[config.mk]
export PLATFORM = sky130hd
export DESIGN_NAME = sum_of_nonprimes_trial_division_top
export DESIGN_NICKNAME = d
export VERILOG_FILES = /design/src/hw/rtl/snp_pkg.sv /design/src/hw/rtl/snp_dp.sv /design/src/hw/rtl/snp_ctrl.sv /design/src/hw/rtl/sum_of_nonprimes_trial_division_top.sv
export SDC_FILE = /design/constraint.sdc
export NUM_CORES = 1
export LEC_CHECK = 0
export ABC_CLOCK_PERIOD_IN_PS = 5100
export BUFFER_PORTS_ARGS = -buffer_cell sky130_fd_sc_hd__buf_2
export CELL_PAD_IN_SITES_DETAIL_PLACEMENT = 0
export CELL_PAD_IN_SITES_GLOBAL_PLACEMENT = 1
export CORE_MARGIN = 2
export CORE_UTILIZATION = 52
export DETAILED_ROUTE_END_ITERATION = 10
export GPL_TIMING_DRIVEN = 0
export HOLD_SLACK_MARGIN = 0.02
export PLACE_DENSITY = 0.95
export SETUP_SLACK_MARGIN = 0.15
export SLEW_MARGIN = 5
export SYNTH_ARGS = -nofsm -noshare
export SYNTH_HDL_FRONTEND = slang
export SYNTH_SLANG_ARGS = --single-unit
[constraint.sdc]
create_clock -name i_clk -period 5.1 [get_ports i_clk]
set_input_delay 0.255 -clock i_clk [delete_from_list [all_inputs] [get_ports i_clk]]
set_output_delay 0.255 -clock i_clk [all_outputs]
set_load 0.02 [all_outputs]
[src/hw/rtl/snp_pkg.sv]
`default_nettype none
// ----------------------------------------------------------------------------
// snp_pkg: shared types and constants of the non-prime accumulator
// Command and status groups between the controller and the datapath.
// ----------------------------------------------------------------------------
package snp_pkg;

    // Default width of the tested value.
    localparam int VALUE_WIDTH_DEF = 32;
    // Width of the running sum, fixed at 32 bits.
    localparam int SUM_W = 32;

    // Controller to datapath.
    typedef struct packed {
        logic load;       // capture an input word, set divisor to 2
        logic start_div;  // begin the remainder of value by divisor
        logic div_step;   // one restoring remainder step
        logic next_j;     // advance divisor and its square
        logic finish;     // write result word and update the sum
        logic prime;      // verdict for the current value
    } t_cmd;

    // Datapath to controller.
    typedef struct packed {
        logic le_one;     // value is one or less
        logic sq_gt;      // divisor squared exceeds value
        logic div_last;   // last remainder step in progress
        logic rem_zero;   // remainder is zero
        logic out_busy;   // result register full and not taken this cycle
    } t_sts;

endpackage
`default_nettype wire

[src/hw/rtl/snp_dp.sv]
`default_nettype none
// ----------------------------------------------------------------------------
// snp_dp: trial division datapath
// Divisor and square registers, bit-serial remainder, sum and result word.
// ----------------------------------------------------------------------------
module snp_dp #(
    parameter int VALUE_WIDTH = snp_pkg::VALUE_WIDTH_DEF
) (
    input  wire logic                     i_clk,
    input  wire logic                     i_rst_n,
    input  wire logic [VALUE_WIDTH-1:0]   i_value,
    input  wire logic                     i_first,
    input  wire snp_pkg::t_cmd            i_cmd,
    output snp_pkg::t_sts                 o_sts,
    input  wire logic                     i_m_tready,
    output logic                          o_m_tvalid,
    output logic                          o_prime,
    output logic [snp_pkg::SUM_W-1:0]     o_sum
);

    localparam int W     = VALUE_WIDTH;
    // Divisor never passes sqrt(2^(W-1)) + 1.
    localparam int JW    = (W - 1) / 2 + 2;
    localparam int CW    = $clog2(W - 1);
    localparam int EXT_W = (W > snp_pkg::SUM_W) ? W : snp_pkg::SUM_W;

    logic signed [W-1:0]           r_value;
    logic                          r_first;
    logic [JW-1:0]                 r_j;
    logic [W-1:0]                  r_sq;
    logic [JW-1:0]                 r_rem;
    logic [W-2:0]                  r_dvd;
    logic [CW-1:0]                 r_cnt;
    logic [snp_pkg::SUM_W-1:0]     r_sum;
    logic [snp_pkg::SUM_W-1:0]     n_sum;
    logic [snp_pkg::SUM_W-1:0]     r_out_sum;
    logic                          r_out_prime;
    logic                          r_out_valid;

    logic [JW:0]                   w_trial;
    logic [JW:0]                   w_j_ext;
    logic [EXT_W-1:0]              w_ext;
    logic [snp_pkg::SUM_W-1:0]     w_base;

    assign w_trial = {r_rem, r_dvd[W-2]};
    assign w_j_ext = {1'b0, r_j};
    assign w_ext   = EXT_W'(r_value);
    assign w_base  = r_first ? '0 : r_sum;
    assign n_sum   = i_cmd.prime ? w_base : w_base + w_ext[snp_pkg::SUM_W-1:0];

    assign o_sts.le_one   = (r_value <= $signed(W'(1)));
    assign o_sts.sq_gt    = (r_sq > {1'b0, r_value[W-2:0]});
    assign o_sts.div_last = (r_cnt == '0);
    assign o_sts.rem_zero = (r_rem == '0);
    assign o_sts.out_busy = r_out_valid & ~i_m_tready;

    assign o_m_tvalid = r_out_valid;
    assign o_prime    = r_out_prime;
    assign o_sum      = r_out_sum;

    // Working registers.
    always_ff @(posedge i_clk) begin
        if (i_cmd.load) begin
            r_value <= i_value;
            r_first <= i_first;
            r_j     <= JW'(2);
            r_sq    <= W'(4);
        end else if (i_cmd.next_j) begin
            // (j+1)^2 = j^2 + 2j + 1
            r_sq <= r_sq + W'({r_j, 1'b1});
            r_j  <= r_j + JW'(1);
        end
        if (i_cmd.start_div) begin
            r_rem <= '0;
            r_dvd <= r_value[W-2:0];
            r_cnt <= CW'(W - 2);
        end else if (i_cmd.div_step) begin
            r_rem <= (w_trial >= w_j_ext) ? JW'(w_trial - w_j_ext) : JW'(w_trial);
            r_dvd <= r_dvd << 1;
            r_cnt <= r_cnt - CW'(1);
        end
        if (i_cmd.finish) begin
            r_out_sum   <= n_sum;
            r_out_prime <= i_cmd.prime;
        end
    end

    // Sum and result handshake.
    always_ff @(posedge i_clk) begin
        if (!i_rst_n) begin
            r_sum       <= '0;
            r_out_valid <= 1'b0;
        end else begin
            if (i_cmd.finish) begin
                r_sum       <= n_sum;
                r_out_valid <= 1'b1;
            end else if (i_m_tready) begin
                r_out_valid <= 1'b0;
            end
        end
    end

    a_sq_tracks_j: assert property (@(posedge i_clk) disable iff (!i_rst_n)
        i_cmd.start_div |-> r_sq == W'(r_j) * W'(r_j))
        else $error("divisor square out of step with divisor");

    a_rem_below_j: assert property (@(posedge i_clk) disable iff (!i_rst_n)
        i_cmd.div_step |=> r_rem < r_j)
        else $error("partial remainder not below divisor");

endmodule
`default_nettype wire

[src/hw/rtl/snp_ctrl.sv]
`default_nettype none
// ----------------------------------------------------------------------------
// snp_ctrl: trial division sequencer
// Steps divisor checks, remainder passes and result hand-off.
// ----------------------------------------------------------------------------
module snp_ctrl (
    input  wire logic              i_clk,
    input  wire logic              i_rst_n,
    input  wire logic              i_s_tvalid,
    output logic                   o_s_tready,
    input  wire snp_pkg::t_sts     i_sts,
    output snp_pkg::t_cmd          o_cmd
);

    typedef enum logic [2:0] {
        S_IDLE,
        S_CHECK,
        S_DIV,
        S_TEST,
        S_DONE
    } t_state;

    t_state r_state;
    logic   r_prime;

    assign o_s_tready      = (r_state == S_IDLE);
    assign o_cmd.load      = (r_state == S_IDLE) & i_s_tvalid;
    assign o_cmd.start_div = (r_state == S_CHECK) & ~i_sts.le_one & ~i_sts.sq_gt;
    assign o_cmd.div_step  = (r_state == S_DIV);
    assign o_cmd.next_j    = (r_state == S_TEST) & ~i_sts.rem_zero;
    assign o_cmd.finish    = (r_state == S_DONE) & ~i_sts.out_busy;
    assign o_cmd.prime     = r_prime;

    always_ff @(posedge i_clk) begin
        if (!i_rst_n) begin
            r_state <= S_IDLE;
            r_prime <= 1'b0;
        end else begin
            unique case (r_state)
                S_IDLE: begin
                    if (i_s_tvalid) begin
                        r_state <= S_CHECK;
                    end
                end
                S_CHECK: begin
                    if (i_sts.le_one) begin
                        r_prime <= 1'b0;
                        r_state <= S_DONE;
                    end else if (i_sts.sq_gt) begin
                        r_prime <= 1'b1;
                        r_state <= S_DONE;
                    end else begin
                        r_state <= S_DIV;
                    end
                end
                S_DIV: begin
                    if (i_sts.div_last) begin
                        r_state <= S_TEST;
                    end
                end
                S_TEST: begin
                    if (i_sts.rem_zero) begin
                        r_prime <= 1'b0;
                        r_state <= S_DONE;
                    end else begin
                        r_state <= S_CHECK;
                    end
                end
                S_DONE: begin
                    if (!i_sts.out_busy) begin
                        r_state <= S_IDLE;
                    end
                end
                default: begin
                    r_state <= S_IDLE;
                end
            endcase
        end
    end

    a_small_nonprime: assert property (@(posedge i_clk) disable iff (!i_rst_n)
        (r_state == S_CHECK) && i_sts.le_one |=> (r_state == S_DONE) && !r_prime)
        else $error("value of one or less not marked non-prime");

    a_div_to_test: assert property (@(posedge i_clk) disable iff (!i_rst_n)
        (r_state == S_DIV) && i_sts.div_last |=> (r_state == S_TEST))
        else $error("remainder pass did not end in test");

endmodule
`default_nettype wire

[src/hw/rtl/sum_of_nonprimes_trial_division_top.sv]
`default_nettype none
// ----------------------------------------------------------------------------
// sum_of_nonprimes_trial_division_top: non-prime accumulator
// Tests each value for primality by trial division and sums the non-primes.
// ----------------------------------------------------------------------------
// Usage:
//   Slave channel: one word per value. s_axis_tdata carries the value in its
//   low VALUE_WIDTH bits (two's complement, upper pad bits ignored);
//   s_axis_tuser is the first-of-batch flag, which clears the running sum
//   before this value is counted.
//   Master channel: one word per input word. m_axis_tuser is the prime flag,
//   m_axis_tdata the running sum of non-prime values after this word,
//   wrapping modulo 2^32. Values of one or less, negatives included, count
//   as non-prime and are added as their low 32 bits.
//   One value at a time. Values of one or less, and 2 and 3, are settled by
//   the bound check alone. Otherwise each trial divisor j takes one bound
//   check, VALUE_WIDTH - 1 remainder steps and one test, so a prime v tries
//   each j from 2 to floor(sqrt(v)); a composite stops at its least factor.
//   s_axis_tready is high only while no value is in work; a finished result
//   sits in the output register, so the next value is taken while it waits.
//   A stalled receiver holds the result and the sequencer waits to write the
//   next one. Reset (synchronous, active low) clears the sum and drops
//   m_axis_tvalid.
// ----------------------------------------------------------------------------
module sum_of_nonprimes_trial_division_top #(
    parameter int VALUE_WIDTH = snp_pkg::VALUE_WIDTH_DEF
) (
    input  wire logic                               i_clk,
    input  wire logic                               i_rst_n,
    // slave channel
    input  wire logic                               s_axis_tvalid,
    output logic                                    s_axis_tready,
    input  wire logic [((VALUE_WIDTH+7)/8)*8-1:0]   s_axis_tdata,  // value
    input  wire logic                               s_axis_tuser,  // first_of_batch
    // master channel
    output logic                                    m_axis_tvalid,
    input  wire logic                               m_axis_tready,
    output logic [snp_pkg::SUM_W-1:0]               m_axis_tdata,  // nonprime_sum
    output logic                                    m_axis_tuser   // is_prime
);

    snp_pkg::t_cmd w_cmd;
    snp_pkg::t_sts w_sts;

    // Sequencer: bound check, remainder passes, result hand-off.
    snp_ctrl u_ctrl (
        .i_clk      (i_clk),
        .i_rst_n    (i_rst_n),
        .i_s_tvalid (s_axis_tvalid),
        .o_s_tready (s_axis_tready),
        .i_sts      (w_sts),
        .o_cmd      (w_cmd)
    );

    // Datapath: divisor, square, remainder, running sum, result register.
    snp_dp #(
        .VALUE_WIDTH (VALUE_WIDTH)
    ) u_dp (
        .i_clk      (i_clk),
        .i_rst_n    (i_rst_n),
        .i_value    (s_axis_tdata[VALUE_WIDTH-1:0]),
        .i_first    (s_axis_tuser),
        .i_cmd      (w_cmd),
        .o_sts      (w_sts),
        .i_m_tready (m_axis_tready),
        .o_m_tvalid (m_axis_tvalid),
        .o_prime    (m_axis_tuser),
        .o_sum      (m_axis_tdata)
    );

endmodule
`default_nettype wire
Word-level counts from Yosys, hierarchy flattened
Cells that the tools add are included.

Register bits: 205. Output and inout port bits: 35. Logic and storage cells: 67.

$add $sub $neg: 5. Order comparisons: 3. Equal/unequal tests: 9. Muxes and demuxes: 18. Bitwise logic cells: 11. Reduce and logical (&&, ||, !) cells: 8.

Operator list (number): $mux 32 (2); $mux 31 (2); $add 32x18->32 (1); $add 32x32->32 (1); $gt 32x31->1 (1); $le 32x2->1 const B (1); $ge 18x17->1 (1); $mux 3 (6); $add 17x1->17 const B (1); $logic_not 17->1 (1); $mux 17 (1); $sub 17x17->17 (1); $pmux 3 s5 (1); $and 1x1->1 (6); $eq 3x2->1 const B (2); $reduce_and 3->1 (2); $reduce_bool 2->1 (3); $logic_not 5->1 (1); $mux 1 (5); $not 1->1 (5); $sub 5x1->5 const B (1); $ne 2x1->1 const B (2); $ne 2x2->1 const B (2); $eq 3x1->1 const B (1); 4 further kinds (4).

Longest topological paths before layout
Depth in word-level cells: 5. Depth in mapped cells: 13.

Cells and area by module
From an unflattened synthesis, not the netlist that was laid out.

Cell total of the unflattened synthesis: 1299. Area total of the unflattened synthesis: 12363.1 um^2.

Modules (own cells, without submodules): snp_dp (times used 1, cells an instance 1264, area an instance 12081.6 um^2, seq. area each 4994.8 um^2); snp_ctrl (times used 1, cells an instance 35, area an instance 281.5 um^2, seq. area each 80.1 um^2).

Worst setup path before layout
Ideal clock, no wire load.

Path kind: register -> register. Start: reg u_dp.r_value[1]. End: reg u_dp.r_dvd[0] (enable). Setup time: 0.386 ns. Data arrival time: 2.839 ns. Data required time: 4.714 ns. Setup slack: 1.875 ns. Cell stages (with the launch flop): 13. Buffers on the path: 1. Clock period less this slack: 3.225 ns. Path through: edfxtp_1 inv_1 ha_1 nor2b_1 o21a_1 o21a_1 o21ai_0 o211ai_1 a21o_1 a211oi_2 nor2_1 clkbuf_1 inv_1.

Cells in the longest elaborated chain, start to end: 5. Elaborated cells on any way between the ends: 7. Classes of those cells: order compare: 2; bitwise: 4; reduce/logical: 1.

RTL lines: start: declaration (line snp_dp.sv:27) `logic signed [W-1:0] r_value;`; start signal: assignment (line snp_dp.sv:64) `r_value <= i_value;`; $le 32x2->1 (line snp_dp.sv:51) `assign o_sts.le_one = (r_value <= $signed(W'(1)));`; $not 1->1 (line snp_ctrl.sv:28) `assign o_cmd.start_div = (r_state == S_CHECK) & ~i_sts.le_one & ~i_sts.sq_gt;`; $and 1x1->1 (line snp_ctrl.sv:28); $and 1x1->1 * (line snp_ctrl.sv:28); $reduce_bool 2->1 (no source line) *; end signal: assignment (line snp_dp.sv:75) `r_dvd <= r_value[W-2:0];`; end signal: assignment (line snp_dp.sv:79) `r_dvd <= r_dvd << 1;`; end: declaration (line snp_dp.sv:32) `logic [W-2:0] r_dvd;`.

Mark *: on every way between the ends. The rest lies on a longest branch, timed or not. A chain may end at the register's enable or synchronous reset.

Worst setup path after layout
Start: reg u_dp.r_value[15]. End: reg u_dp.r_dvd[13] (enable).

Same word-level chain as after synthesis.

==> results.yml <==
outcome:
  outcome: "complete, no violations"
grt:
  overflow: 0
  grt_use_total: 0.263
  grt_pass1_wl_um: 51600
  grt_start_max_net_pins: 36
  grt_pass1_vias: 9810
  antenna_found_initial: 1
setup_path:
  timing.critical_path.arrival_ps: 4540
  worstSetupPathType: "register to register"
  crit_required_ps: 5160
  crit_start: "u_dp.r_value[15]"
  worstReg2RegStart: "u_dp.r_value[15]"
  worstSetupEndpointType: "register"
  crit_path_start_kind: "register"
  path_max_fanout: 31
cts:
  clk_latency_ps: 520
  cts_tree: "yes"
  cts_inserted_buffers: 24
  clkTransAtPathRegs_ps: 70
  root_buffer: "clkbuf_16"
  cts_num_sinks: 205
  h-tree-depth: 1
  post_cts_buffers: 0
  clockBufferDepth: 3
logic_synthesis:
  synth_common_cells: "nor2_1, nand2_1, dfxtp_1, ha_1, edfxtp_1"
  seq_area_frac_synth: 0.413
  async_reset_ff_frac: 0
  yosys_warnings: 0
  synth_top_area_share: 0.237
  synth_edf_count: 97
  synthesis.area_mm2: 0.0123
  postSynthCellCount: 1291
  synth_seq_cells: 205
  synth.largest_area_cell: "edfxtp_1"
  synth_area_per_cell_um2: 9.51
  synth_area_leaders: "edfxtp_1, dfxtp_1, ha_1"
  synth_ff_type: "dfxtp_1"
  synthesis.nets: 1430
  synth_cell_types: 79
  yosysMostFrequentCell: "nor2_1"
floorplan:
  die_area_mm2: 0.0249
  rows: 56
  ios: 72
  floorplan.initialDensity: 0.526
  core_mm2: 0.0233
  die_w_um: 158
  die_height_um: 158
pwr:
  p_leak_nw: 6.00
  p_per_area_mw_per_mm2: 395
  ir_drop_uv: 308
  totalPowerFinal_mw: 5.62
sta:
  slew_headroom: 0.216
  fin_setup_tns_ps: 0
  worst_pin_slew_ps: 1180
  fin_skew_ps: 11.4
  post-route-period-util: 0.878
  grt_setup_unrepaired: "false"
  drv_slew: 0
  fmax_mhz: 223
  fin_crit_ps: 4480
  finalSetupViolCount: 0
  hold_ws_ps: 61.3
  hold_viol_final: 0
drt:
  viasPerCell: 5.78
  wl_per_cell_um: 18.2
  drcViolationCount: 0
  drtIter0Drc: 819
  dr_total_vias: 10200
  routed_wl_um: 32100
  first_pass_iters: 5
  antenna_left: 0
placed_design:
  dpl_cell_area_mm2: 0.0131
  hpwl_um: 23300
  numPortBuffers: 71
  place.gp.congestion: 0.925
  dp.cells: 1683
layout:
  multiInputGateArea_mm2: 0.00675
  fin_nets: 1562
  finalInstanceArea_mm2: 0.0142
  nFillCells: 2000
  regArea_mm2: 0.00507
  layout-drive-gt1-share: 0.133
  layoutNonFillerInstCount: 1760
  syn_to_final_growth_pct: 15.8
  antennaDiodeCount: 0
flow_run:
  cap_viol_max_count: 0
worst_hold_path:
  worstHoldPathType: "input port to register"
  hold_start: "m_axis_tready"
==> final timing paths <==
kind,endpoint,slack [ps],cells past startpoint
max,u_dp.r_dvd[13],620,11
max reg2reg,u_dp.r_dvd[13],620,11
min reg2reg,u_dp.r_sum[0],450,2
min,u_ctrl.r_state[2],60,4
==> critical path, cell delays in order, from the launching register on <==
cell and delay (ps):
edfxtp_1 540, inv_1 80, ha_1 290, nand4_1 180, nor3_1 480, o21ai_0 280, o211ai_1 160, a21o_1 190
a211oi_2 140, nor2_1 470, clkbuf_1 520, inv_1 680
==> power breakdown <==
group	leakage, nW	internal [mW]	switching, mW	total, mW
Sequential	1.78	1.89	0.144	2.03
Combinational	3.83	0.818	1.01	1.82
Clock	0.391	1.06	0.701	1.76
Total	6.00	3.77	1.85	5.62
==> metal layers <==
layer	share of wire	track usage	wire, um	up-vias
li1	-	-	-	4936
met1	0.45	0.371	14500	4823
met2	0.46	0.421	14600	347
met3	0.066	0.0356	2110	59
met4	0.028	0.0766	895	0
met5	0	0	0	-
==> layout by cell type (no fill, tap or decap), types with 33 or more instances in the layout <==
| cell | n |
|---|---|
| buf_2 | 75 |
| dfxtp_1 | 108 |
| inv_1 | 76 |
| nor2_1 | 122 |
| mux2_2 | 33 |
| dlygate4sd3_1 | 33 |
| o21ai_0 | 47 |
| nor2b_1 | 42 |
| a21oi_1 | 93 |
| a21o_1 | 40 |
| edfxtp_1 | 97 |
| nand2_1 | 112 |
| ha_1 | 99 |
| clkbuf_1 | 35 |
| xnor2_1 | 54 |
==> through the flow <==
stage | util | setup slack, ps
2_1_floorplan | - | 1880
3_3_place_gp | 0.559 | 744
3_5_place_dp | 0.561 | 680
4_1_cts | 0.609 | 724
5_1_grt | 0.609 | 400
6_report | 0.609 | 622
==> registers in the layout, indices dropped and copies added (netlist names) <==
| name | count |
|---|---|
| u_ctrl.r_prime | 1 |
| u_ctrl.r_state | 3 |
| u_dp.o_m_tvalid | 1 |
| u_dp.o_prime | 1 |
| u_dp.o_sum | 32 |
| u_dp.r_cnt | 5 |
| u_dp.r_dvd | 31 |
| u_dp.r_first | 1 |
| u_dp.r_j | 17 |
| u_dp.r_rem | 17 |
| u_dp.r_sq | 32 |
| u_dp.r_sum | 32 |
| u_dp.r_value | 32 |
==> kinds of logic after synthesis <==
family,Yosys count,share of synthesized area
DFF,205,0.413
muxes,50,0.0441
and+or+nand+nor,424,0.167
buffers and inverters,117,0.0374
xor gates and xnor gates,79,0.0563
adders and majority gates,102,0.106
AOI/OAI and AO/OA,314,0.176
==> layout make-up <==
cell class | instances | area share
multi-input cells | 969 | 0.475
plain buffers | 40 | 0.0121
well taps | 319 | 0.0281
clock inverters | 14 | 0.0108
repair buffers | 106 | 0.0510
flip-flops and latches | 205 | 0.357
inverters | 77 | 0.0203
clock buffers | 30 | 0.0460
==> what timing repair did <==
action                                 4_1_cts  5_1_grt
hold buffers                                33        0
resized for setup                            0        0
endpoints found under the hold margin       33        0
(Power assumes the default switching activity.)
